**src/hdl/rrkc_pkg.sv**
```systemverilog
// shared types and constants for the round-robin key cache
`default_nettype none

package rrkc_pkg;

  localparam int KEY_W   = 32;
  localparam int ADDR_W  = 48;
  localparam int TICK_W  = 63;

  // 2000 ms lifetime at a 10 MHz timer
  localparam logic [TICK_W-1:0] AGE_RESET = TICK_W'(20000000);

  localparam logic ACT_STORE  = 1'b0;
  localparam logic ACT_LOOKUP = 1'b1;

  typedef struct packed {
    logic              action;
    logic [KEY_W-1:0]  process_id;
    logic [ADDR_W-1:0] image_base;
    logic [ADDR_W-1:0] image_size;
    logic [TICK_W-1:0] now;
  } req_t;

  typedef struct packed {
    logic              hit;
    logic [ADDR_W-1:0] found_base;
    logic [ADDR_W-1:0] found_size;
  } rsp_t;

  typedef struct packed {
    logic [KEY_W-1:0]  key;
    logic [ADDR_W-1:0] base;
    logic [ADDR_W-1:0] size;
    logic [TICK_W-1:0] stamp;
  } entry_t;

  typedef struct packed {
    logic   valid;
    entry_t data;
  } cell_t;

endpackage

`default_nettype wire

```
**src/hdl/rrkc_cell.sv**
```systemverilog
// one slot of the rotating entry ring
`default_nettype none

module rrkc_cell import rrkc_pkg::*; (
  input  logic  clk,
  input  logic  rst,
  input  logic  shift,
  input  cell_t from_next,
  input  logic  load,
  input  cell_t load_data,
  output cell_t held
);

  logic   valid;
  entry_t data;

  always_ff @(posedge clk) begin
    if (rst) begin
      valid <= 1'b0;
    end else begin
      priority if (load) begin
        valid <= load_data.valid;
      end else if (shift) begin
        valid <= from_next.valid;
      end
    end
  end

  always_ff @(posedge clk) begin
    priority if (load) begin
      data <= load_data.data;
    end else if (shift) begin
      data <= from_next.data;
    end
  end

  assign held.valid = valid;
  assign held.data  = data;

endmodule

`default_nettype wire

```
**config.mk**
```make
export PLATFORM = sky130hd
export DESIGN_NAME = rrkc_cell
export DESIGN_NICKNAME = d
export VERILOG_FILES = /design/src/hdl/rrkc_pkg.sv /design/src/hdl/rrkc_cell.sv
export SDC_FILE = /design/constraint.sdc
export NUM_CORES = 1
export LEC_CHECK = 0
export BUFFER_PORTS_ARGS = -buffer_cell sky130_fd_sc_hd__clkbuf_2
export CAP_MARGIN = 20
export CORE_AREA = 2 2 225 227
export DETAILED_ROUTE_END_ITERATION = 8
export DIE_AREA = 0 0 227 229
export GPL_TIMING_DRIVEN = 0
export PLACE_DENSITY_LB_ADDON = 0.2
export SETUP_SLACK_MARGIN = 0.4
export SLEW_MARGIN = 5
export SYNTH_ARGS = -nofsm -noshare
export SYNTH_HDL_FRONTEND = slang
export SYNTH_SLANG_ARGS = --single-unit
```
**constraint.sdc**
```tcl
create_clock -name clk -period 10.8 [get_ports clk]
set_input_delay 3.24 -clock clk [delete_from_list [all_inputs] [get_ports clk]]
set_output_delay 3.24 -clock clk [all_outputs]
set_load 0.1 [all_outputs]
```
==> metrics.yaml <==
power_and_ir_drop:
  switching_share: 0.412
  switchingPower_uw: 1030
  leakage_uw: 0.00626
  combPwrFrac: 0.359
  sequentialPowerShare: 0.375
  clockPowerShare: 0.267
  internal_power_uw: 1470
  vdd_drop_max_v: 0.0000948
  p_per_area_nw_per_um2: 189
clock_network:
  ctsHoldBuffers: 0
  path_clk_slew_ns: 0.07
  cts.repair.resized: 0
  clkLatencyLatePin_ns: 0.47
  root_buffer: "clkbuf_16"
  numCtsBuffers: 17
  cts_buffer_depth: 2
  cts_tree: "done"
  h-tree-depth: 4
  cts_num_sinks: 192
  cts_setup_buffers: 0
placement:
  gp_congestion: 0.779
  io_buffers: 578
  hpwlAfterDp_mm: 22.3
floorplan:
  core_area_um2: 49700
  rows: 82
  dieWidth_um: 227
  ios: 580
  initial_core_util: 0.177
  dieHeight_um: 229
  die-area_um2: 52000
global_route:
  overflow: 0
  grt.total_usage: 0.103
  grt_pass1_wl_mm: 38.5
  grt_start_max_net_pins: 55
  first_global_vias: 6319
  antenna_found_initial: 0
yosys:
  synth.avg_cell_area_um2: 21.4
  yosys.area.top_type_share: 0.653
  synth_edf_count: 191
  ys.flop_type: "edfxtp_1"
  netlist_area_um2: 8780
  async_flop_share: 0
  synth_common_cells: "edfxtp_1, mux2_4, mux2_2"
  yosys_warnings: 0
  synth_largest_area_cell: "edfxtp_1"
  synth_most_common_cell: "edfxtp_1"
  syn_inst: 411
  synth_cell_types: 13
  seq_area_frac_synth: 0.656
  synth-seq-cells: 192
  netlist_top_cells_area: "edfxtp_1, mux2_4, mux2_2, buf_6, buf_8"
  syn_nets: 799
sta:
  timing.fmax_mhz: 206
  rsz0062_at_grt: "no"
  setup_viol: 0
  slew_violations: 0
  hold_viol_final: 0
  worst_pin_slew_ns: 0.618
  slew_headroom: 0.588
  period_needed_ns: 4.85
  fin_worst_skew_ns: 0
  fin_setup_tns_ns: 0
  holdWs_ns: 0.575
  finalCritPeriodShare: 0.449
critical_path:
  crit_type: "primary input to flip-flop"
  worstPathMaxFanout: 54
  worstPathRequired_ns: 10.95
  r2r-start: "valid"
  arrival_ns: 5.00
  start_kind: "primary input"
  startpoint: "load"
  end_kind: "flip-flop"
detailed_routing:
  routed_wl_mm: 27.7
  drtIter0Drc: 205
  first_pass_iters: 5
  drt.antenna.violating_nets: 0
  remaining_drc_errors: 0
  via_per_inst: 3.49
  vias: 5926
  routedWlPerCell_um: 16.3
finish:
  final_core_util: 0.266
  diodes: 0
  drive_gt1_frac: 0.806
  nets: 1399
  syn_to_final_growth_pct: 50.3
worst_hold_path:
  hp-start: "valid"
  hold_class: "flip-flop to flip-flop"
run:
  maxCapViolCount: 0
outcome:
  outcome: "completed"
## cell type report
| class | count | area, um^2 |
|---|---|---|
| clock inverters | 12 | 156 |
| fillers | 5245 | 36500 |
| clock buffers | 20 | 437 |
| plain buffers | 23 | 244 |
| flip-flops and latches | 192 | 5760 |
| multi-input cells | 195 | 2780 |
| repair buffers | 581 | 2980 |
| inverters | 1 | 3.75 |
| well taps | 672 | 841 |
## placed cells by master (no fill, tap or decap), types with 2 or more instances in the layout
cell,Yosys,routed
clkbuf_1,0,3
edfxtp_1,191,191
mux2_4,158,158
buf_2,3,3
bufinv_16,0,3
mux2_2,33,33
buf_6,17,17
buf_8,2,2
clkbuf_2,0,578
clkinv_4,0,2
clkinv_2,0,3
buf_16,0,3
inv_6,0,3
clkbuf_16,0,17
## logic make-up after synthesis
group                  Yosys count  synth area share
AO/OA/AOI/OAI                    1          0.000856
buffers and inverters           24            0.0282
flip-flops                     192             0.656
multiplexers                   192             0.314
AND/OR/NAND/NOR                  2           0.00143
## sequential cells by signal, summed over array words and instances (netlist names)
name and count:
held 191, valid 1
## path summary, 6_finish.rpt
check / end / slack (ns) / cells after the start
min reg2reg: valid / 0.57 / 2
min: valid / 0.57 / 2
max reg2reg: valid / 10.07 / 2
max: held[117] / 5.95 / 6
## routing by layer
layer | part of all wire | up-vias | wire [um] | GRT usage
li1 | - | 2821 | - | -
met5 | 0 | - | 0 | 0
met3 | 0.10 | 31 | 2870 | 0.0457
met1 | 0.36 | 2763 | 9940 | 0.104
met2 | 0.51 | 311 | 14200 | 0.184
met4 | 0.023 | 0 | 629 | 0.0458
## power groups by stage
stage	Combinational, uW	Sequential (uW)	Clock (uW)
floorplan	122	1550	0
global placement	901	955	0
detailed placement	902	952	0
CTS	904	935	698
global route	922	943	725
finish	895	935	665
## per-stage QoR
stage               area (um^2)  power [uW]  cells  worst slack, ns
floorplan                  8780        1670    411             4.37
global placement          12500        1860   1661             2.88
detailed placement        12600        1850   1664             5.41
CTS                       13200        2540   1696             5.94
global route              13200        2590   1696             5.82
finish                    13200        2490   1696             5.95
## worst max-delay path, cell delays in order
cell    delay [ns]
buf_6         0.10
buf_6         0.18
buf_8         0.19
or2_4         0.54
buf_16        0.33
buf_16        0.29
No activity file was read; power rests on OpenSTA's default activity.
